`src/hdl/acia_pkg.sv`:
```
// Package for the serial interface core: opcodes, register addresses, flag masks,
// request and response payload types. No dependencies.
`timescale 1ns / 1ps
package acia_pkg;
   localparam int BitCyclesWidth = 16;
   localparam logic [BitCyclesWidth-1:0] BitCyclesReset = 16'd1024;
   localparam int CountWidth = 24;

   typedef enum logic [1:0] {
      OP_TICK  = 2'd0,
      OP_READ  = 2'd1,
      OP_WRITE = 2'd2,
      OP_NONE  = 2'd3
   } opcode_type;

   typedef enum logic [1:0] {
      REG_DATA    = 2'd0,
      REG_STATUS  = 2'd1,
      REG_COMMAND = 2'd2,
      REG_CONTROL = 2'd3
   } reg_addr_type;

   localparam logic [4:0] ST_PE   = 5'h01;
   localparam logic [4:0] ST_FE   = 5'h02;
   localparam logic [4:0] ST_OVRN = 5'h04;
   localparam logic [4:0] ST_RDRF = 5'h08;
   localparam logic [4:0] ST_TDRE = 5'h10;

   localparam logic [7:0] CMD_KEEP_MASK = 8'hE0;
   localparam logic [1:0] TIC_OFF   = 2'b00;
   localparam logic [1:0] TIC_IRQ   = 2'b01;
   localparam logic [1:0] TIC_BREAK = 2'b11;

   typedef struct packed {
      logic [1:0]  opcode;
      logic [1:0]  reg_addr;
      logic [7:0]  write_value;
      logic [15:0] elapsed_cycles;
      logic        rx_valid;
      logic [7:0]  rx_byte;
      logic        rx_parity_error;
      logic        rx_framing_error;
      logic        rxd_line;
      logic        cts_line;
      logic        dcd_line;
      logic        dsr_line;
   } req_type;

   typedef struct packed {
      logic [7:0] read_data;
      logic       tx_valid;
      logic [7:0] tx_byte;
      logic       txd_line;
      logic       rts_line;
      logic       dtr_line;
      logic       break_out;
      logic       irq_out;
      logic [2:0] parity_mode;
      logic [3:0] data_bits;
      logic [2:0] stop_half_bits;
   } rsp_type;

   // Character length in half bits for the given command and control bytes.
   function automatic logic [5:0] char_half_bits(input logic [7:0] cmd, input logic [7:0] ctl);
      logic [3:0] db;
      logic [2:0] sh;
      logic       pe;
      db = 4'd8 - {2'b00, ctl[6:5]};
      pe = cmd[5];
      if (!ctl[7]) sh = 3'd2;
      else if (db == 4'd5 && !pe) sh = 3'd3;
      else if (db == 4'd8 && pe) sh = 3'd2;
      else sh = 3'd4;
      return 6'd2 + {1'b0, db, 1'b0} + (pe ? 6'd2 : 6'd0) + {3'b000, sh};
   endfunction
endpackage

```
`src/hdl/acia_if.sv`:
```
// Valid/ready channel interface carrying one payload of a given type.
// No dependencies; the payload type is a parameter.
`timescale 1ns / 1ps
interface acia_if #(parameter type payload_type = logic) ();
   logic        valid;
   logic        ready;
   payload_type payload;
   modport source (output valid, output payload, input ready);
   modport sink (input valid, input payload, output ready);
endinterface

```
`src/hdl/acia_regs.sv`:
```
// Register state and single-pass next-state logic of the serial interface.
// Depends on acia_pkg.
`timescale 1ns / 1ps
module acia_regs (
   input  logic                         clock,
   input  logic                         reset,
   input  logic                         step,
   input  acia_pkg::req_type            req,
   input  logic [acia_pkg::BitCyclesWidth-1:0] bit_cycles,
   output acia_pkg::rsp_type            rsp
);
   import acia_pkg::*;

   logic [7:0] rx_data_ff, rx_data_in, tx_data_ff, tx_data_in;
   logic [4:0] status_ff, status_in;
   logic [7:0] cmd_ff, cmd_in, ctl_ff, ctl_in;
   logic       irq_ff, irq_in, busy_ff, busy_in;
   logic [CountWidth-1:0] txcnt_ff, txcnt_in, ecnt_ff, ecnt_in;
   logic       epend_ff, epend_in, elev_ff, elev_in;
   logic       rxd_ff, rxd_in, txd_ff, txd_in, dcd_ff, dcd_in, dsr_ff, dsr_in;
   logic       mlat_ff, mlat_in, mdcd_ff, mdcd_in, mdsr_ff, mdsr_in;

   logic [16:0] half;
   logic [CountWidth-1:0] load_cnt;
   logic       txv;
   logic [7:0] rdata;
   logic       rx_irq_en;

   assign half = {req.elapsed_cycles, 1'b0};
   assign load_cnt = {8'h00, bit_cycles} * {18'd0, char_half_bits(cmd_ff, ctl_ff)};
   assign rx_irq_en = cmd_ff[0] && !cmd_ff[1];

   always_comb begin
      rx_data_in = rx_data_ff; tx_data_in = tx_data_ff; status_in = status_ff;
      cmd_in = cmd_ff; ctl_in = ctl_ff; irq_in = irq_ff; busy_in = busy_ff;
      txcnt_in = txcnt_ff; ecnt_in = ecnt_ff; epend_in = epend_ff; elev_in = elev_ff;
      rxd_in = rxd_ff; txd_in = txd_ff; dcd_in = dcd_ff; dsr_in = dsr_ff;
      mlat_in = mlat_ff; mdcd_in = mdcd_ff; mdsr_in = mdsr_ff;
      txv = 1'b0; rdata = 8'h00;
      case (opcode_type'(req.opcode))
         OP_TICK: begin
            if (busy_ff) begin
               if (txcnt_ff <= CountWidth'(half)) begin
                  txcnt_in = '0; txv = 1'b1; busy_in = 1'b0;
                  status_in = status_in | ST_TDRE;
               end else begin
                  txcnt_in = txcnt_ff - CountWidth'(half);
               end
            end
            if (cmd_ff[4]) begin
               logic [CountWidth-1:0] ec;
               logic ep;
               ec = ecnt_ff; ep = epend_ff;
               if (req.rxd_line != rxd_ff) begin
                  elev_in = req.rxd_line; ep = 1'b1; ec = CountWidth'(bit_cycles);
               end
               if (ep) begin
                  if (ec <= CountWidth'(half)) begin
                     ec = '0; ep = 1'b0;
                     txd_in = (req.rxd_line != rxd_ff) ? req.rxd_line : elev_ff;
                  end else begin
                     ec = ec - CountWidth'(half);
                  end
               end
               ecnt_in = ec; epend_in = ep;
            end else begin
               epend_in = 1'b0; ecnt_in = '0;
            end
            rxd_in = req.rxd_line;
            if (!mlat_ff && (req.dcd_line != dcd_ff || req.dsr_line != dsr_ff)) begin
               mdcd_in = req.dcd_line; mdsr_in = req.dsr_line; mlat_in = 1'b1;
               if (rx_irq_en) irq_in = 1'b1;
            end
            dcd_in = req.dcd_line; dsr_in = req.dsr_line;
            if (req.rx_valid) begin
               if ((status_ff & ST_RDRF) != '0) status_in = status_in | ST_OVRN;
               rx_data_in = req.rx_byte;
               status_in = status_in | ST_RDRF;
               if (req.rx_parity_error) status_in = status_in | ST_PE;
               if (req.rx_framing_error) status_in = status_in | ST_FE;
               if (rx_irq_en) irq_in = 1'b1;
            end
            if (cmd_ff[0] && cmd_ff[3:2] == TIC_IRQ && (status_in & ST_TDRE) != '0)
               irq_in = 1'b1;
         end
         OP_READ: begin
            case (reg_addr_type'(req.reg_addr))
               REG_DATA: begin
                  rdata = rx_data_ff;
                  status_in = status_ff & ~(ST_RDRF | ST_OVRN | ST_FE | ST_PE);
                  if (cmd_ff[0] && cmd_ff[3:2] == TIC_IRQ && (status_ff & ST_TDRE) != '0)
                     irq_in = 1'b1;
               end
               REG_STATUS: begin
                  rdata = {irq_ff, mlat_ff ? mdsr_ff : dsr_ff,
                           mlat_ff ? mdcd_ff : dcd_ff, status_ff};
                  irq_in = 1'b0;
                  if (mlat_ff) begin
                     mlat_in = 1'b0;
                     if (dcd_ff != mdcd_ff || dsr_ff != mdsr_ff) begin
                        mdcd_in = dcd_ff; mdsr_in = dsr_ff; mlat_in = 1'b1;
                        if (!cmd_ff[1]) irq_in = 1'b1;
                     end
                  end
               end
               REG_COMMAND: rdata = cmd_ff;
               default: rdata = ctl_ff;
            endcase
         end
         OP_WRITE: begin
            case (reg_addr_type'(req.reg_addr))
               REG_DATA: begin
                  if (!(cmd_ff[4] || cmd_ff[3:2] == TIC_OFF || cmd_ff[3:2] == TIC_BREAK
                        || busy_ff)) begin
                     tx_data_in = req.write_value;
                     status_in = status_ff & ~ST_TDRE;
                     busy_in = 1'b1;
                     txcnt_in = load_cnt;
                  end
               end
               REG_STATUS: begin
                  cmd_in = cmd_ff & CMD_KEEP_MASK;
                  status_in = status_ff & ~ST_OVRN;
                  irq_in = 1'b0;
                  if (cmd_in[0] && cmd_in[3:2] == TIC_IRQ && (status_in & ST_TDRE) != '0)
                     irq_in = 1'b1;
               end
               REG_COMMAND: begin
                  cmd_in = req.write_value;
                  if (cmd_in[0] && cmd_in[3:2] == TIC_IRQ && (status_ff & ST_TDRE) != '0)
                     irq_in = 1'b1;
               end
               default: ctl_in = req.write_value;
            endcase
         end
         default: ;
      endcase
   end

   always_ff @(posedge clock) begin
      if (reset) begin
         rx_data_ff <= '0; tx_data_ff <= '0; status_ff <= ST_TDRE;
         cmd_ff <= '0; ctl_ff <= '0; irq_ff <= 1'b0; busy_ff <= 1'b0;
         txcnt_ff <= '0; ecnt_ff <= '0; epend_ff <= 1'b0; elev_ff <= 1'b1;
         rxd_ff <= 1'b1; txd_ff <= 1'b1; dcd_ff <= 1'b0; dsr_ff <= 1'b0;
         mlat_ff <= 1'b0; mdcd_ff <= 1'b0; mdsr_ff <= 1'b0;
      end else if (step) begin
         rx_data_ff <= rx_data_in; tx_data_ff <= tx_data_in; status_ff <= status_in;
         cmd_ff <= cmd_in; ctl_ff <= ctl_in; irq_ff <= irq_in; busy_ff <= busy_in;
         txcnt_ff <= txcnt_in; ecnt_ff <= ecnt_in; epend_ff <= epend_in; elev_ff <= elev_in;
         rxd_ff <= rxd_in; txd_ff <= txd_in; dcd_ff <= dcd_in; dsr_ff <= dsr_in;
         mlat_ff <= mlat_in; mdcd_ff <= mdcd_in; mdsr_ff <= mdsr_in;
      end
   end

   always_comb begin
      logic [3:0] db;
      db = 4'd8 - {2'b00, ctl_in[6:5]};
      rsp.read_data = rdata;
      rsp.tx_valid = txv;
      rsp.tx_byte = txv ? tx_data_ff : 8'h00;
      rsp.txd_line = txd_in;
      rsp.rts_line = !cmd_in[4] && cmd_in[3:2] == TIC_OFF;
      rsp.dtr_line = !cmd_in[0];
      rsp.break_out = !cmd_in[4] && cmd_in[3:2] == TIC_BREAK;
      rsp.irq_out = irq_in;
      rsp.parity_mode = cmd_in[5] ? {1'b0, cmd_in[7:6]} + 3'd1 : 3'd0;
      rsp.data_bits = db;
      if (!ctl_in[7]) rsp.stop_half_bits = 3'd2;
      else if (db == 4'd5 && !cmd_in[5]) rsp.stop_half_bits = 3'd3;
      else if (db == 4'd8 && cmd_in[5]) rsp.stop_half_bits = 3'd2;
      else rsp.stop_half_bits = 3'd4;
   end
endmodule

```
`src/hdl/acia_serial_interface_core.sv`:
```
// Top level of the serial interface core: input register, register file
// and response register. Depends on acia_pkg, acia_if and acia_regs.
`timescale 1ns / 1ps
// Usage:
//   req (sink): one request per handshake: a tick, a bus read or a bus write.
//   rsp (source): exactly one response per request, in order.
//   csr (sink): writes bit_cycles, the clock cycles per serial bit. The
//     user writes only while the block is idle (unchecked). Always ready.
// Path: a taken request is held in the input register, worked through the
//   state logic, and its response is registered in the response register.
// Throughput: one request per cycle unless stalled; a single pass of
//   flag and counter logic (one 16x6 multiply loads the character timer).
// Stall: the input register accepts a new request while it is empty or
//   the response register is empty or being drained in the same cycle;
//   while the receiver holds off, the input register holds its request
//   and req.ready drops.
// Reset: synchronous; clears both pipeline valids, sets bit_cycles to 1024,
//   status to transmit-empty only, the line levels rxd and txd high.
module acia_serial_interface_core #(
   parameter logic [acia_pkg::BitCyclesWidth-1:0] BIT_CYCLES_RESET = acia_pkg::BitCyclesReset
) (
   input logic clock,
   input logic reset,
   acia_if.sink   req,
   acia_if.source rsp,
   acia_if.sink   csr
);
   import acia_pkg::*;

   logic [BitCyclesWidth-1:0] bitc_ff;
   req_type in_ff;
   logic    in_vld_ff;
   rsp_type out_ff, out_in;
   logic    out_vld_ff;
   logic    step;

   // Advance the held request once the response slot is free.
   assign step = in_vld_ff && (!out_vld_ff || rsp.ready);
   assign req.ready = !in_vld_ff || step;
   assign csr.ready = 1'b1;
   assign rsp.valid = out_vld_ff;
   assign rsp.payload = out_ff;

   acia_regs u_regs (
      .clock(clock), .reset(reset), .step(step), .req(in_ff),
      .bit_cycles(bitc_ff), .rsp(out_in)
   );

   always_ff @(posedge clock) begin
      if (reset) begin
         bitc_ff <= BIT_CYCLES_RESET;
         in_vld_ff <= 1'b0;
         out_vld_ff <= 1'b0;
      end else begin
         if (csr.valid) bitc_ff <= csr.payload;
         if (req.ready) in_vld_ff <= req.valid;
         if (step) out_vld_ff <= 1'b1;
         else if (rsp.ready) out_vld_ff <= 1'b0;
      end
      if (req.ready && req.valid) in_ff <= req.payload;
      if (step) out_ff <= out_in;
   end
endmodule

```
`src/flat_wrapper.sv`:
```
// flat-port wrapper written by rule: the top's interface ports become plain ports
module acia_serial_interface_core_flat import acia_pkg::*;
#(
   parameter logic [acia_pkg::BitCyclesWidth-1:0] BIT_CYCLES_RESET = acia_pkg::BitCyclesReset
)
  (clock, reset, req_valid, req_payload, req_ready, rsp_valid, rsp_payload, rsp_ready, csr_valid, csr_payload, csr_ready);
  acia_if #(.payload_type(req_type)) req_i ();
  acia_if #(.payload_type(rsp_type)) rsp_i ();
  acia_if #(.payload_type(logic [15:0])) csr_i ();
  input logic clock;
  input logic reset;
  input wire logic [$bits(req_i.valid)-1:0] req_valid;
  input wire logic [$bits(req_i.payload)-1:0] req_payload;
  output wire logic [$bits(req_i.ready)-1:0] req_ready;
  output wire logic [$bits(rsp_i.valid)-1:0] rsp_valid;
  output wire logic [$bits(rsp_i.payload)-1:0] rsp_payload;
  input wire logic [$bits(rsp_i.ready)-1:0] rsp_ready;
  input wire logic [$bits(csr_i.valid)-1:0] csr_valid;
  input wire logic [$bits(csr_i.payload)-1:0] csr_payload;
  output wire logic [$bits(csr_i.ready)-1:0] csr_ready;
  assign req_i.valid = req_valid;
  assign req_i.payload = req_payload;
  assign req_ready = req_i.ready;
  assign rsp_valid = rsp_i.valid;
  assign rsp_payload = rsp_i.payload;
  assign rsp_i.ready = rsp_ready;
  assign csr_i.valid = csr_valid;
  assign csr_i.payload = csr_payload;
  assign csr_ready = csr_i.ready;
  acia_serial_interface_core #(.BIT_CYCLES_RESET(BIT_CYCLES_RESET)) u_core (.clock(clock), .reset(reset), .req(req_i), .rsp(rsp_i), .csr(csr_i));
endmodule
```
`config.mk`:
```
export PLATFORM = sky130hd
export DESIGN_NAME = acia_serial_interface_core_flat
export DESIGN_NICKNAME = d
export VERILOG_FILES = /design/src/hdl/acia_pkg.sv /design/src/hdl/acia_if.sv /design/src/hdl/acia_regs.sv /design/src/hdl/acia_serial_interface_core.sv /design/src/flat_wrapper.sv
export SDC_FILE = /design/constraint.sdc
export NUM_CORES = 1
export LEC_CHECK = 0
export ABC_AREA = 1
export BUFFER_PORTS_ARGS = -buffer_cell sky130_fd_sc_hd__buf_2
export CELL_PAD_IN_SITES_DETAIL_PLACEMENT = 2
export CELL_PAD_IN_SITES_GLOBAL_PLACEMENT = 2
export CORE_UTILIZATION = 39
export DETAILED_ROUTE_END_ITERATION = 10
export GPL_TIMING_DRIVEN = 1
export HOLD_SLACK_MARGIN = 0.12
export PLACE_DENSITY_LB_ADDON = 0.1
export SYNTH_ARGS = -nofsm -noshare
export SYNTH_HDL_FRONTEND = slang
export SYNTH_SLANG_ARGS = --single-unit
```
`constraint.sdc`:
```
create_clock -name clock -period 9.4 [get_ports clock]
set_input_delay 0.94 -clock clock [delete_from_list [all_inputs] [get_ports clock]]
set_output_delay 0.94 -clock clock [all_outputs]
set_load 0.01 [all_outputs]
```
==> flow_metrics.py <==
metrics = {
    "outcome": {
        "status": "complete, no violations",
    },
    "setup_path": {
        "crit_type": "flip-flop to flip-flop",
        "cp_top_family": "adder cells",
        "rr_startpoint": "u_core.u_regs.ctl_ff[5]",
        "startpoint": "u_core.u_regs.ctl_ff[5]",
        "worst_ep_required_time_ns": 9.72,
        "cp.depth": 24,
        "max_stage_delay_ns": 0.65,
        "endpoint": "u_core.u_regs.txcnt_ff[13]",
        "crit_chain": "ha_1 > nand3_1 > nand3_1 > fa_1 > inv_1 > ha_1 > a31oi_1 > xnor2_1 > inv_1 > nor2_1 > fa_1 > fa_1 > inv_1 > fa_1 > inv_1 > ha_1 > a21oi_1 > nand2_1 > a21boi_0 > o21bai_1 > nand2_1 > nand2_1 > o21ai_0 > a31oi_1",
        "cp_max_fo": 14,
        "critPathBufInv": 4,
        "timing.rr.end": "u_core.u_regs.txcnt_ff[13]",
        "critPathArrivalTime_ns": 7.96,
        "cpMaxStageDelayCell": "fa_1",
        "r2r_cells": 24,
        "r2r_setup_slack_ns": 1.76,
        "crit_path_start_kind": "flip-flop",
        "endpoint_kind": "flip-flop",
    },
    "floorplanning": {
        "coreArea_um2": 32800,
        "die_area_um2": 34400,
        "rows": 66,
        "start_util_pct": 40.0,
        "die_h_um": 185,
        "pin_count": 99,
        "fp.dieW_um": 185,
    },
    "timing": {
        "totalNegativeSetupSlack_ns": 0,
        "hold_violations": 0,
        "final-setup-viol-count": 0,
        "finalCritPeriodShare_pct": 81.2,
        "min_period_ns": 7.64,
        "rsz0062_at_grt": "no",
        "worst_slew_margin_rel_pct": 25.1,
        "final_max_slew_viol_count": 0,
        "whs_ns": 0.469,
        "max_freq_ghz": 0.131,
        "finClkSkew_ns": 0.0168,
        "worst_pin_slew_ns": 1.12,
    },
    "global_route": {
        "grt_overflow_total": 0,
        "grt_max_degree": 58,
        "antenna_found_initial": 2,
        "grt_pass1_wl_um": 76400,
        "grt_pass1_vias": 13700,
        "gr-usage-all-layers_pct": 29.6,
    },
    "drt": {
        "route.detailed.wl_per_inst_um": 21.5,
        "dr.pass1.iters": 5,
        "drc": 0,
        "dr.first_iter.drc_count": 605,
        "vias_per_cell": 5.42,
        "routed_wl_um": 48500,
        "vias": 12200,
        "ant_nets": 0,
    },
    "cts": {
        "clk_pin_slew_ns": 0.08,
        "cts_buffer_depth": 2,
        "clock_latency_ns": 0.48,
        "cts_inserted_buffers": 17,
        "cts_sinks": 188,
        "cts_max_level": 4,
        "postCtsHoldBufs": 0,
        "cts_setup_buffers": 0,
        "post_cts_resized": 0,
        "cts_root_buf": "clkbuf_16",
        "cts_tree": "done",
    },
    "final_layout": {
        "drive_above_1_share_pct": 10.5,
        "seq_area_um2": 4500,
        "multiInputGateArea_um2": 7290,
        "fillers": 3859,
        "fin_nets": 2002,
        "final_util_pct": 44.4,
        "area_growth_pct": 11.0,
        "finalNonFillerCells": 2252,
    },
    "worst_hold_path": {
        "hold_class": "flip-flop to flip-flop",
        "min_from": "u_core.u_regs.ecnt_ff[16]",
    },
    "pwr": {
        "peakVddDrop_uv": 151,
        "finalPower_mw": 2.32,
        "p_leak_nw": 6.67,
        "power_density_nw_per_um2": 159,
    },
    "placement": {
        "gp_congestion": 0.855,
        "portBuffers": 96,
        "dpl.hpwl_um": 35900,
        "place_inst": 2218,
    },
    "synth": {
        "syn_area_um2": 13100,
        "synth_edf_count": 74,
        "yosysTopAreaCell": "dfxtp_1",
        "syn_nets": 1933,
        "yosysSeqAreaShare_pct": 34.3,
        "synth_top_area_share_pct": 17.4,
        "synth_common_cells": "nand2_1 (336), inv_1 (283), a21oi_1 (178)",
        "synth_area_leaders": "dfxtp_1 (17%), edfxtp_1 (17%), nand2_1 (9.6%), fa_1 (9.2%), inv_1 (8.1%)",
        "async_flop_share_pct": 0,
        "ys_warn_count": 0,
        "syn_avg_cell_area_um2": 7.60,
        "synth.most_common_cell": "nand2_1",
        "ys.flop_type": "dfxtp_1",
        "synth_cell_types": 51,
        "synthCells": 1726,
        "ys_ff_latch": 188,
    },
    "run": {
        "max_cap_viol_count": 0,
    },
}
==> per-stage QoR <==
step,cell area [um2],worst slack [ns]
4_1_cts,14600,1.88
3_5_place_dp,14000,2.07
6_report,14600,1.76
5_1_grt,14600,1.47
2_1_floorplan,13100,3.67
3_3_place_gp,14000,2.39
==> sequential cells by signal (all words and copies together), names as in the netlist, 5 cells and up <==
name,count
u_core.u_regs.txcnt_ff,24
u_core.u_regs.rx_data_ff,8
u_core.u_regs.status_ff,5
u_core.u_regs.cmd_ff,8
u_core.bitc_ff,16
u_core.u_regs.ecnt_ff,24
u_core.in_ff,42
u_core.u_regs.ctl_ff,8
u_core.rsp.payload,32
u_core.u_regs.tx_data_ff,8
==> cell usage in the layout, fill, tap and decap left out, types with 21 or more instances in the layout <==
cell,n
dfxtp_1,114
ha_1,83
fa_1,60
edfxtp_1,74
inv_1,281
nor2_1,160
nand3_1,72
a21oi_1,178
a31oi_1,21
o21ai_0,132
nand2_1,336
buf_2,96
==> worst min-delay path by stage <==
stage / depth (start not counted) / endpoint / slack [ns]
after floorplan: 2 / u_core.u_regs.txcnt_ff[0] / 0.43
after global placement: 2 / u_core.u_regs.status_ff[1] / 0.44
after detailed placement: 2 / u_core.u_regs.ecnt_ff[16] / 0.46
after CTS: 2 / u_core.u_regs.ecnt_ff[16] / 0.47
after global routing: 2 / u_core.u_regs.ecnt_ff[16] / 0.50
final: 2 / u_core.u_regs.ecnt_ff[16] / 0.47
==> power by group <==
group	leakage [nW]	total, mW	internal [mW]	switching [mW]
clock network	0.293	0.768	0.360	0.408
registers	1.63	0.903	0.878	0.0249
logic	4.75	0.645	0.198	0.447
total	6.67	2.32	1.44	0.880
==> routing by layer <==
layer  up-vias  GRT usage, %  wire length [um]
li1       5736             -                 -
met1      6158          36.5             21000
met2       245          51.9             24300
met3        74          5.09              2000
met4         0          9.98              1250
met5         -             0                 0
==> worst min-delay path, cell delays in order (launching register included) <==
cell and delay [ns]:
dfxtp_1 0.32, nand2_1 0.06, a21oi_1 0.05
==> cell families (layout without fill, tap and decap cells) <==
group	after synthesis	in the layout	synth area share [%]
AO/OA/AOI/OAI	386	386	16.2
XOR/XNOR	32	32	2.14
adder cells (fa/ha/maj)	143	143	17.1
buffers and inverters	342	424	10.2
flip-flops	188	188	34.3
other	1	3	0.0286
AND/OR/NAND/NOR	634	634	20.1
==> area by class of cell <==
cell class / count / area share [%]
Clock inverter: 15 / 1.21
Timing Repair Buffer: 102 / 3.61
Tap cell: 442 / 3.80
Inverter: 290 / 7.47
Antenna cell: 2 / 0.0344
Clock buffer: 17 / 2.92
Sequential cell: 188 / 30.9
Multi-Input combinational cell: 1196 / 50.0
No activity file was read; power rests on OpenSTA's default activity.
